File: config.mk
export PLATFORM = sky130hd
export DESIGN_NAME = x86_prefix_decoder_top_flat
export DESIGN_NICKNAME = d
export VERILOG_FILES = /design/src/hdl/xpd_pkg.sv /design/src/hdl/xpd_ifs.sv /design/src/hdl/x86_prefix_decoder_top.sv /design/src/flat_wrapper.sv
export VERILOG_INCLUDE_DIRS = /design/src /design/src/hdl
export SDC_FILE = /design/constraint.sdc
export NUM_CORES = 1
export LEC_CHECK = 0
export BUFFER_PORTS_ARGS = -buffer_cell sky130_fd_sc_hd__buf_2
export CAP_MARGIN = 5
export CELL_PAD_IN_SITES_DETAIL_PLACEMENT = 0
export CELL_PAD_IN_SITES_GLOBAL_PLACEMENT = 1
export CORE_MARGIN = 3
export CORE_UTILIZATION = 39
export DETAILED_ROUTE_END_ITERATION = 10
export HOLD_SLACK_MARGIN = 0.1
export PLACE_DENSITY_LB_ADDON = 0.1
export SYNTH_ARGS = -nofsm -noshare
export SYNTH_HDL_FRONTEND = slang
export SYNTH_SLANG_ARGS = --single-unit
File: constraint.sdc
create_clock -name i_clk -period 3.8 [get_ports i_clk]
set_input_delay 0.57 -clock i_clk [delete_from_list [all_inputs] [get_ports i_clk]]
set_output_delay 0.57 -clock i_clk [all_outputs]
set_load 0.01 [all_outputs]
File: src/hdl/assert_macros.svh
// Assertion macros shared by the prefix decoder RTL.
// No dependencies; include by bare file name where assertions are written.
`ifndef ASSERT_MACROS_SVH
`define ASSERT_MACROS_SVH

// Condition c must hold in the same cycle as a.
`define AM_ASSERT_SAME(lbl, clk, rst_n, a, c) \
    lbl: assert property (@(posedge clk) disable iff (!(rst_n)) (a) |-> (c)) \
        else $error("assertion failed");

// Condition c must hold in the cycle after a.
`define AM_ASSERT_NEXT(lbl, clk, rst_n, a, c) \
    lbl: assert property (@(posedge clk) disable iff (!(rst_n)) (a) |=> (c)) \
        else $error("assertion failed");

`endif

File: src/hdl/xpd_pkg.sv
// Package for the x86 prefix decoder: widths, codes, types and decode functions.
// No dependencies.
package xpd_pkg;

    localparam int ByteW    = 8;
    localparam int SegW     = 3;
    localparam int RepW     = 2;
    localparam int CpuW     = 3;
    localparam int CfgIdxW  = 2;
    localparam int CfgDataW = 3;

    // Configuration register indexes
    localparam logic [CfgIdxW-1:0] CfgCpuModel = 2'd0;
    localparam logic [CfgIdxW-1:0] CfgSsBig    = 2'd1;

    localparam logic [CpuW-1:0] Cpu80286 = 3'd2;

    // Prefix bytes
    localparam logic [ByteW-1:0] PfxRepne = 8'hF2;
    localparam logic [ByteW-1:0] PfxRep   = 8'hF3;
    localparam logic [ByteW-1:0] PfxLock  = 8'hF0;
    localparam logic [ByteW-1:0] PfxCs    = 8'h2E;
    localparam logic [ByteW-1:0] PfxSs    = 8'h36;
    localparam logic [ByteW-1:0] PfxDs    = 8'h3E;
    localparam logic [ByteW-1:0] PfxEs    = 8'h26;
    localparam logic [ByteW-1:0] PfxFs    = 8'h64;
    localparam logic [ByteW-1:0] PfxGs    = 8'h65;
    localparam logic [ByteW-1:0] PfxOpsz  = 8'h66;
    localparam logic [ByteW-1:0] PfxAdsz  = 8'h67;

    typedef enum logic [SegW-1:0] {
        SEG_CS   = 3'd0,
        SEG_SS   = 3'd1,
        SEG_DS   = 3'd2,
        SEG_ES   = 3'd3,
        SEG_FS   = 3'd4,
        SEG_GS   = 3'd5,
        SEG_NONE = 3'd6
    } t_seg;

    typedef enum logic [RepW-1:0] {
        REP_NONE     = 2'd0,
        REP_PLAIN    = 2'd1,
        REP_WHILE_Z  = 2'd2,
        REP_WHILE_NZ = 2'd3
    } t_rep_mode;

    typedef enum logic [1:0] {
        STR_NONE = 2'd0,
        STR_MOVE = 2'd1,
        STR_CMP  = 2'd2
    } t_str_kind;

    // Prefix state gathered for the instruction in flight
    typedef struct packed {
        logic repne;
        logic rep;
        logic lock;
        logic opsz;
        logic adsz;
        t_seg seg;
    } t_pfx_state;

    localparam t_pfx_state PfxClear = '{repne: 1'b0, rep: 1'b0, lock: 1'b0,
                                        opsz: 1'b0, adsz: 1'b0, seg: SEG_NONE};

    function automatic logic is_prefix(input logic [ByteW-1:0] b);
        return (b == PfxRepne) || (b == PfxRep) || (b == PfxLock) ||
               (b == PfxCs) || (b == PfxSs) || (b == PfxDs) || (b == PfxEs) ||
               (b == PfxFs) || (b == PfxGs) || (b == PfxOpsz) || (b == PfxAdsz);
    endfunction

    // Fold one prefix byte into the state; a later segment override wins.
    function automatic t_pfx_state add_prefix(input t_pfx_state s,
                                              input logic [ByteW-1:0] b);
        t_pfx_state r;
        r = s;
        unique case (b)
            PfxRepne: r.repne = 1'b1;
            PfxRep:   r.rep   = 1'b1;
            PfxLock:  r.lock  = 1'b1;
            PfxCs:    r.seg   = SEG_CS;
            PfxSs:    r.seg   = SEG_SS;
            PfxDs:    r.seg   = SEG_DS;
            PfxEs:    r.seg   = SEG_ES;
            PfxFs:    r.seg   = SEG_FS;
            PfxGs:    r.seg   = SEG_GS;
            PfxOpsz:  r.opsz  = 1'b1;
            PfxAdsz:  r.adsz  = 1'b1;
            default:  r = s;
        endcase
        return r;
    endfunction

    function automatic t_str_kind str_kind(input logic [ByteW-1:0] op);
        t_str_kind k;
        unique case (op)
            8'hA4, 8'hA5, 8'hAA, 8'hAB, 8'hAC, 8'hAD: k = STR_MOVE;
            8'hA6, 8'hA7, 8'hAE, 8'hAF:               k = STR_CMP;
            default:                                  k = STR_NONE;
        endcase
        return k;
    endfunction

    // F2 takes precedence over F3
    function automatic t_rep_mode rep_class(input t_pfx_state s,
                                            input logic [ByteW-1:0] op);
        t_str_kind k;
        t_rep_mode m;
        k = str_kind(op);
        m = REP_NONE;
        priority if (s.repne) begin
            if (k == STR_MOVE)     m = REP_PLAIN;
            else if (k == STR_CMP) m = REP_WHILE_NZ;
        end else if (s.rep) begin
            if (k == STR_MOVE)     m = REP_PLAIN;
            else if (k == STR_CMP) m = REP_WHILE_Z;
        end else begin
            m = REP_NONE;
        end
        return m;
    endfunction

endpackage

File: src/hdl/xpd_ifs.sv
// Channel interfaces for the x86 prefix decoder: byte, result and config write.
// Depends on xpd_pkg.
interface xpd_byte_if import xpd_pkg::*; ();
    logic             valid;
    logic             ready;
    logic [ByteW-1:0] code_byte;

    modport source (output valid, output code_byte, input ready);
    modport sink   (input valid, input code_byte, output ready);
endinterface

interface xpd_result_if import xpd_pkg::*; ();
    logic             valid;
    logic             ready;
    logic [ByteW-1:0] opcode;
    logic [SegW-1:0]  segment_override;
    logic             lock_seen;
    logic [RepW-1:0]  rep_mode;
    logic             stack_address_32;
    logic             operand_32;
    logic             address_32;

    modport source (output valid, output opcode, output segment_override,
                    output lock_seen, output rep_mode, output stack_address_32,
                    output operand_32, output address_32, input ready);
    modport sink   (input valid, input opcode, input segment_override,
                    input lock_seen, input rep_mode, input stack_address_32,
                    input operand_32, input address_32, output ready);
endinterface

interface xpd_cfg_if import xpd_pkg::*; ();
    logic                valid;
    logic                ready;
    logic [CfgIdxW-1:0]  index;
    logic [CfgDataW-1:0] data;

    modport source (output valid, output index, output data, input ready);
    modport sink   (input valid, input index, input data, output ready);
endinterface

File: src/hdl/x86_prefix_decoder_top.sv
// The result word of an accepted non-prefix byte is registered and held on the output.
// Throughput: one byte per cycle while ready is high; a prefix byte yields no word, an opcode byte yields one.
// Ready drops only while a result word is held and the sink is not taking it.
// Reset (i_rst_n, synchronous, active low) clears the prefix state, the output valid
// and the configuration registers (cpu model 8086, stack segment not big).
// Depends on xpd_pkg, xpd_ifs and assert_macros.svh.
`include "assert_macros.svh"

module x86_prefix_decoder_top import xpd_pkg::*; (
    input  logic        i_clk,
    input  logic        i_rst_n,
    xpd_cfg_if.sink     i_cfg,
    xpd_byte_if.sink    i_byte,
    xpd_result_if.source o_insn
);

    // Configuration registers
    logic [CpuW-1:0] r_cpu_model;
    logic            r_ss_big;

    // Prefix state for the instruction being gathered
    t_pfx_state r_pfx, n_pfx;

    // Result word register
    logic             r_out_valid, n_out_valid;
    logic [ByteW-1:0] r_opcode, n_opcode;
    t_seg             r_seg, n_seg;
    logic             r_lock, n_lock;
    t_rep_mode        r_rep, n_rep;
    logic             r_stk32, n_stk32;
    logic             r_op32, n_op32;
    logic             r_ad32, n_ad32;

    logic byte_acc;
    logic byte_pfx;
    logic stk32;

    // Config writes are taken at once; writes beyond the list are dropped.
    assign i_cfg.ready = 1'b1;

    always_ff @(posedge i_clk) begin
        if (!i_rst_n) begin
            r_cpu_model <= '0;
            r_ss_big    <= 1'b0;
        end else if (i_cfg.valid) begin
            if (i_cfg.index == CfgCpuModel) r_cpu_model <= i_cfg.data[CpuW-1:0];
            if (i_cfg.index == CfgSsBig)    r_ss_big    <= i_cfg.data[0];
        end
    end

    // Accept a byte whenever the result slot is free or being drained this cycle.
    assign i_byte.ready = !r_out_valid || o_insn.ready;
    assign byte_acc     = i_byte.valid && i_byte.ready;
    assign byte_pfx     = is_prefix(i_byte.code_byte);

    // Stack size follows the SS big bit from the 286 onwards (out-of-range models too).
    assign stk32 = (r_cpu_model >= Cpu80286) && r_ss_big;

    always_comb begin
        n_pfx       = r_pfx;
        n_out_valid = r_out_valid && !o_insn.ready;
        n_opcode    = r_opcode;
        n_seg       = r_seg;
        n_lock      = r_lock;
        n_rep       = r_rep;
        n_stk32     = r_stk32;
        n_op32      = r_op32;
        n_ad32      = r_ad32;
        if (byte_acc) begin
            if (byte_pfx) begin
                // fold the prefix in, no word yet
                n_pfx = add_prefix(r_pfx, i_byte.code_byte);
            end else begin
                // opcode: emit the word and start afresh for the next instruction
                n_out_valid = 1'b1;
                n_opcode    = i_byte.code_byte;
                n_seg       = r_pfx.seg;
                n_lock      = r_pfx.lock;
                n_rep       = rep_class(r_pfx, i_byte.code_byte);
                n_stk32     = stk32;
                n_op32      = stk32 ^ r_pfx.opsz;
                n_ad32      = stk32 ^ r_pfx.adsz;
                n_pfx       = PfxClear;
            end
        end
    end

    always_ff @(posedge i_clk) begin
        if (!i_rst_n) begin
            r_pfx       <= PfxClear;
            r_out_valid <= 1'b0;
        end else begin
            r_pfx       <= n_pfx;
            r_out_valid <= n_out_valid;
        end
    end

    // Payload: no reset needed
    always_ff @(posedge i_clk) begin
        r_opcode <= n_opcode;
        r_seg    <= n_seg;
        r_lock   <= n_lock;
        r_rep    <= n_rep;
        r_stk32  <= n_stk32;
        r_op32   <= n_op32;
        r_ad32   <= n_ad32;
    end

    assign o_insn.valid            = r_out_valid;
    assign o_insn.opcode           = r_opcode;
    assign o_insn.segment_override = SegW'(r_seg);
    assign o_insn.lock_seen        = r_lock;
    assign o_insn.rep_mode         = RepW'(r_rep);
    assign o_insn.stack_address_32 = r_stk32;
    assign o_insn.operand_32       = r_op32;
    assign o_insn.address_32       = r_ad32;

    // An opcode byte yields its word on the next cycle.
    `AM_ASSERT_NEXT(a_opcode_emits, i_clk, i_rst_n, byte_acc && !byte_pfx,
        r_out_valid && (r_opcode == $past(i_byte.code_byte)) && (r_pfx == PfxClear))
    // A prefix byte never raises valid.
    `AM_ASSERT_NEXT(a_prefix_silent, i_clk, i_rst_n, byte_acc && byte_pfx && !r_out_valid,
        !r_out_valid)
    // A repeat mode is only given to string opcodes, all of which lie in A0..AF.
    `AM_ASSERT_SAME(a_rep_on_string, i_clk, i_rst_n, r_out_valid && (r_rep != REP_NONE),
        r_opcode[7:4] == 4'hA)
    // The segment code of a held word is a segment or the no-override code.
    `AM_ASSERT_SAME(a_seg_code, i_clk, i_rst_n, r_out_valid,
        r_seg <= SEG_NONE)

endmodule

File: src/flat_wrapper.sv
// flat-port wrapper written by rule: the top's interface ports become plain ports
module x86_prefix_decoder_top_flat import xpd_pkg::*;
  (i_clk, i_rst_n, i_cfg_valid, i_cfg_index, i_cfg_data, i_cfg_ready, i_byte_valid, i_byte_code_byte, i_byte_ready, o_insn_valid, o_insn_opcode, o_insn_segment_override, o_insn_lock_seen, o_insn_rep_mode, o_insn_stack_address_32, o_insn_operand_32, o_insn_address_32, o_insn_ready);
  xpd_cfg_if i_cfg_i ();
  xpd_byte_if i_byte_i ();
  xpd_result_if o_insn_i ();
  input  logic i_clk;
  input  logic i_rst_n;
  input wire logic [$bits(i_cfg_i.valid)-1:0] i_cfg_valid;
  input wire logic [$bits(i_cfg_i.index)-1:0] i_cfg_index;
  input wire logic [$bits(i_cfg_i.data)-1:0] i_cfg_data;
  output wire logic [$bits(i_cfg_i.ready)-1:0] i_cfg_ready;
  input wire logic [$bits(i_byte_i.valid)-1:0] i_byte_valid;
  input wire logic [$bits(i_byte_i.code_byte)-1:0] i_byte_code_byte;
  output wire logic [$bits(i_byte_i.ready)-1:0] i_byte_ready;
  output wire logic [$bits(o_insn_i.valid)-1:0] o_insn_valid;
  output wire logic [$bits(o_insn_i.opcode)-1:0] o_insn_opcode;
  output wire logic [$bits(o_insn_i.segment_override)-1:0] o_insn_segment_override;
  output wire logic [$bits(o_insn_i.lock_seen)-1:0] o_insn_lock_seen;
  output wire logic [$bits(o_insn_i.rep_mode)-1:0] o_insn_rep_mode;
  output wire logic [$bits(o_insn_i.stack_address_32)-1:0] o_insn_stack_address_32;
  output wire logic [$bits(o_insn_i.operand_32)-1:0] o_insn_operand_32;
  output wire logic [$bits(o_insn_i.address_32)-1:0] o_insn_address_32;
  input wire logic [$bits(o_insn_i.ready)-1:0] o_insn_ready;
  assign i_cfg_i.valid = i_cfg_valid;
  assign i_cfg_i.index = i_cfg_index;
  assign i_cfg_i.data = i_cfg_data;
  assign i_cfg_ready = i_cfg_i.ready;
  assign i_byte_i.valid = i_byte_valid;
  assign i_byte_i.code_byte = i_byte_code_byte;
  assign i_byte_ready = i_byte_i.ready;
  assign o_insn_valid = o_insn_i.valid;
  assign o_insn_opcode = o_insn_i.opcode;
  assign o_insn_segment_override = o_insn_i.segment_override;
  assign o_insn_lock_seen = o_insn_i.lock_seen;
  assign o_insn_rep_mode = o_insn_i.rep_mode;
  assign o_insn_stack_address_32 = o_insn_i.stack_address_32;
  assign o_insn_operand_32 = o_insn_i.operand_32;
  assign o_insn_address_32 = o_insn_i.address_32;
  assign o_insn_i.ready = o_insn_ready;
  x86_prefix_decoder_top u_core (.i_clk(i_clk), .i_rst_n(i_rst_n), .i_cfg(i_cfg_i), .i_byte(i_byte_i), .o_insn(o_insn_i));
endmodule
; ---- Word-level counts from Yosys, hierarchy flattened
; Cells that the tools add are included.
; Widths: inputs -> output; s select.
[totals]
in_bits = 18
mem_bits_rw = 0
word_cells = 96
out_inout_bits = 20
ff_bits = 30
rom_bits = 0
latch_bits = 0
mem_count = 0
[op_classes]
bitwise = 3
div_mod_pow = 0
multipliers = 0
reduce_logical = 28
n_eq_ne = 30
muxes = 18
n_shift = 0
n_lt_le_gt_ge = 1
addsub = 0
[op_table]
columns = op, count
row1 = $eq 8x8->1 const B, 13
row2 = $eq 8x6->1 const B, 4
row3 = $eq 8x7->1 const B, 4
row4 = $pmux 3 s6, 1
row5 = $reduce_and 2->1, 9
row6 = $mux 2, 8
row7 = $logic_or 1x1->1, 11
row8 = $ne 2x2->1 const B, 5
row9 = $mux 8, 1
row10 = $mux 1, 7
row11 = $ne 7x7->1 const B, 1
row12 = $reduce_or 6->1, 1
row13 = $eq 2x1->1 const B, 2
row14 = $pmux 2 s2, 1
row15 = $reduce_or 4->1, 1
row16 = $ge 3x2->1 const B, 1
row17 = $logic_and 1x1->1, 3
row18 = $eq 2x2->1 const B, 1
row19 = $logic_not 1->1, 2
row20 = $logic_not 2->1, 1
row21 = $xor 1x1->1, 2
row22 = $not 1->1, 1

; ---- Logic depth before layout (Yosys ltp)
[depth]
ltp_word = 18
mapped_depth = 7
depth_no_buf = 7

; ---- Worst setup path before layout
; OpenSTA, ideal clock, no wires.
[synth_timing]
path_type = in2reg
from = input i_byte_code_byte[2]
to = register u_core.r_ad32, in the netlist u_core.o_insn.address_32 (enable)
cell_stages = 5
setup_ps = 438
n_path_buf = 2
arrival_ps = 2843
t_required_ps = 3362
slack_ps = 519
path_cell_list = buf_6 -> nor3b_2 -> and2_1 -> buf_6 -> nor4_1
[synth_via]
elab_chain_cells = 13
elab_cells_between_ends = 23
cone_classes = 11 x eq/ne / 1 x bitwise / 11 x reduce/logical
[synth_lines]
columns = item, line_no
row1 = from (decl), flat_wrapper.sv:14  ; input wire logic [$bits(i_byte_i.code_byte)-1:0] i_byte_code_byte;
row2 = $eq 8x8->1, xpd_pkg.sv:68  ; return (b == PfxRepne) || (b == PfxRep) || (b == PfxLock) ||
row3 = $logic_or 1x1->1 (3 in a row), xpd_pkg.sv:68
row4 = $logic_or 1x1->1 (4 in a row), xpd_pkg.sv:69  ; (b == PfxCs) || (b == PfxSs) || (b == PfxDs) || (b == PfxEs) ||
row5 = $logic_or 1x1->1 (2 in a row), xpd_pkg.sv:70  ; (b == PfxFs) || (b == PfxGs) || (b == PfxOpsz) || (b == PfxAdsz);
row6 = $logic_or 1x1->1 *, xpd_pkg.sv:70
row7 = $not 1->1 (no source line) *, -
row8 = $reduce_and 2->1 (no source line) *, -
row9 = to (signal assigned), x86_prefix_decoder_top.sv:106  ; r_ad32 <= n_ad32;
row10 = to (decl), x86_prefix_decoder_top.sv:32  ; logic r_ad32, n_ad32;
; Every way passes the cells marked *; elsewhere a longest branch is shown, timed or not.
; A chain may end at the register's enable or synchronous reset.

; ---- Worst setup path after layout
[layout_timing]
from = input i_byte_code_byte[2]
to = register u_core.r_opcode[1], in the netlist u_core.o_insn.opcode[1] (enable)
[layout_via]
elab_chain_cells = 13
elab_cells_between_ends = 23
cone_classes = 11 x eq/ne / 1 x bitwise / 11 x reduce/logical
[layout_lines]
columns = item, line_no
row1 = $eq 8x8->1, xpd_pkg.sv:68
row2 = $logic_or 1x1->1 (3 in a row), xpd_pkg.sv:68
row3 = $logic_or 1x1->1 (4 in a row), xpd_pkg.sv:69
row4 = $logic_or 1x1->1 (2 in a row), xpd_pkg.sv:70
row5 = $logic_or 1x1->1 *, xpd_pkg.sv:70
row6 = $not 1->1 (no source line) *, -
row7 = $reduce_and 2->1 (no source line) *, -
row8 = to (signal assigned), x86_prefix_decoder_top.sv:100  ; r_opcode <= n_opcode;
row9 = to (decl), x86_prefix_decoder_top.sv:26  ; logic [ByteW-1:0] r_opcode, n_opcode;
; Marked as above.

==> run metrics <==
Max IR drop VDD 0.2305 mV; Seq/Total Area, Yosys 0.5854; Synth top area share 0.3980; Fillers ~330; clock slew at reported path FFs approximately 0.090 ns; post-place setup slack 1.313 ns; via/cell ratio 4.873; top cells by count, synth edfxtp_1, dfxtp_1, inv_1; CTS tree yes; share of cells above drive strength 1 0.3379; Arr. time, crit path 2.12 ns; worst relative slew slack 0.4267; DP Area 1490 um^2; leakage power 0.0006224 uW; clk sinks 29; YS warnings 0; Synth cell types 38; unrepaired setup endpoints after global routing no; post-synthesis async set-or-reset flop share 0; FF+latch area roughly 750 um^2; Yosys top cell by area edfxtp_1; status completed; CTS root buf clkbuf_4; Net Count, Synth 125; Netlist Area Pre-Place 1282 um^2; die area around 4000 um^2; TritonCTS buffer count 5; hold buffers post-CTS 0; Max Root-Sink Buffers 2; drt drc 0; via count 921; die height 63.35 um; Worst Skew 0.006245 ns; Fin. Hold Viols 0; Synth area leaders edfxtp_1, dfxtp_1, mux2i_1, inv_1, nor2_1; Antenna Cells 0; critical path class input pin to register; WL/cell roughly 13 um; Post-CTS Setup Bufs 0; Hold Crit Class register to register; vias in the first global route a little over 900; Tightest Pin Transition ~0.85 ns; Slew Limit Fails 0; Max-Cap Viols 0; top-count cell post-synth edfxtp_1; Synth Instances 105; Site Rows 20; worst-path fanout max 11; critical path required time 3.84 ns; Post-Route WL 2.520 mm; fin nets 164; die width 63.35 um; crit end category register; CP Launch Type input pin; flops & latches, synth 29; gp weighted congestion 0.8119; crit path time final 2.087 ns; worst reg2reg setup slack 1.77 ns; Top FF cell, synth edfxtp_1; Fmax 479.1 MHz; Avg Inst Size Synth 12.21 um^2; largest net degree at the start of global routing 12; setup_tns 0 ns; final count of negative-setup-slack endpoints 0; number of I/O pins 38; synth-to-layout area growth 20.10%; 1st-iter DRT viols 32; post-DP HPWL 1.882 mm; fin worst setup slack 1.713 ns; Remaining Overflow, GRT 0; port bufs 36; first-pass GRT wire length 4.284 mm; area of the multi-input gates 466.7 um^2; pwr/cell area around 380 nW/um^2; GRT Total Usage 0.1411; insertion delay to the later sink of the worst-skew pair 0.33 ns; Final Cycle Share 0.5493; Final ANT Viol Nets 0; CTS resizes 0; final instance area 1540 um^2; Initial Utilization 0.4133; H-tree levels 2; Core Region between 3000 and 4000 um^2; initial antenna violation count 0; first drt pass iteration count 4; Post-synth EDFFs 17
-- worst max-delay path, stage by stage --
cell	delay (ns)
buf_2	0.15
nor3b_2	0.18
and2_1	0.23
nor4_2	0.66
buf_4	0.33
-- layout by cell type (no fill, tap or decap), types with 2 or more instances in the layout --
master     n
dfxtp_1   12
clkinv_1   2
and2_1     3
a22oi_1    2
a21oi_1    5
mux2i_1    5
buf_2     36
o21ai_0    2
nor2_1     7
nand2_1    5
a41oi_1    2
nor3b_1    2
clkbuf_4   5
nor4_2     2
ha_1       2
nand3b_1   2
o21a_1     2
and3_1     2
and3b_1    2
edfxtp_1  17
xnor2_1    2
inv_1      8
-- metrics by stage --
step                      power (uW)  std cells    util  hold WS, ns
after CTS                      597.7        189  0.4964       0.4317
final                          588.2        189  0.4964       0.4450
after floorplan                395.8        105       -       0.4020
after global routing           613.9        189  0.4964       0.4415
after global placement         424.6        181  0.4802       0.4062
after detailed placement       425.7        181  0.4802       0.4150
-- final timing paths --
| kind | from | end | depth (start not counted) |
|---|---|---|---|
| hold reg to reg | u_core.r_pfx[1] | u_core.o_insn.segment_override[1] | 0 |
| hold / removal | u_core.r_pfx[1] | u_core.o_insn.segment_override[1] | 0 |
| setup / recovery | i_byte_code_byte[2] | u_core.o_insn.opcode[1] | 5 |
| setup reg to reg | u_core.o_insn.valid | u_core.o_insn.opcode[1] | 5 |
-- layout make-up --
cell class,instances,share of cell area
clock buffers,5,0.02437
clock inverters,3,0.008123
inverters,8,0.01950
multi-input cells,63,0.3030
flip-flops and latches,29,0.4874
well taps,44,0.03574
repair buffers,37,0.1219
-- layer usage --
layer  wire, um  up-vias  track usage
met3        162        9      0.05526
met4         72        0      0.08086
met1       1070      425       0.1580
met2       1215       27       0.2269
met5          0        -            0
li1           -      460            -
-- registers in the layout, indices dropped and copies added, names as in the netlist --
| name | cells |
|---|---|
| u_core.o_insn.opcode | 8 |
| u_core.r_pfx | 8 |
| u_core.o_insn.segment_override | 3 |
| u_core.o_insn.rep_mode | 2 |
| u_core.r_cpu_model | 2 |
| u_core.o_insn.address_32 | 1 |
| u_core.o_insn.lock_seen | 1 |
| u_core.o_insn.operand_32 | 1 |
| u_core.o_insn.stack_address_32 | 1 |
| u_core.o_insn.valid | 1 |
| u_core.r_ss_big | 1 |
-- report_power, final --
group / total [uW] / leakage (uW) / switching (uW) / internal, uW
sequential: 352 / 0.000260 / 4.01 / 348
clock: 171 / 0.0000300 / 104 / 66.7
combinational: 66.1 / 0.000332 / 39.3 / 26.8
total: 588 / 0.000622 / 147 / 441
-- logic make-up (layout without fill, tap and decap cells) --
family | count (synthesis) | in the layout | share of synthesized area
flops | 29 | 29 | 0.5854
other cells | 1 | 1 | 0.002924
simple gates | 34 | 34 | 0.1678
compound gates | 18 | 18 | 0.1093
fa+ha+maj | 2 | 2 | 0.01951
xor+xnor | 3 | 3 | 0.02049
buf+inv | 13 | 53 | 0.05560
mux | 5 | 5 | 0.03903
(Power assumes the default switching activity.)
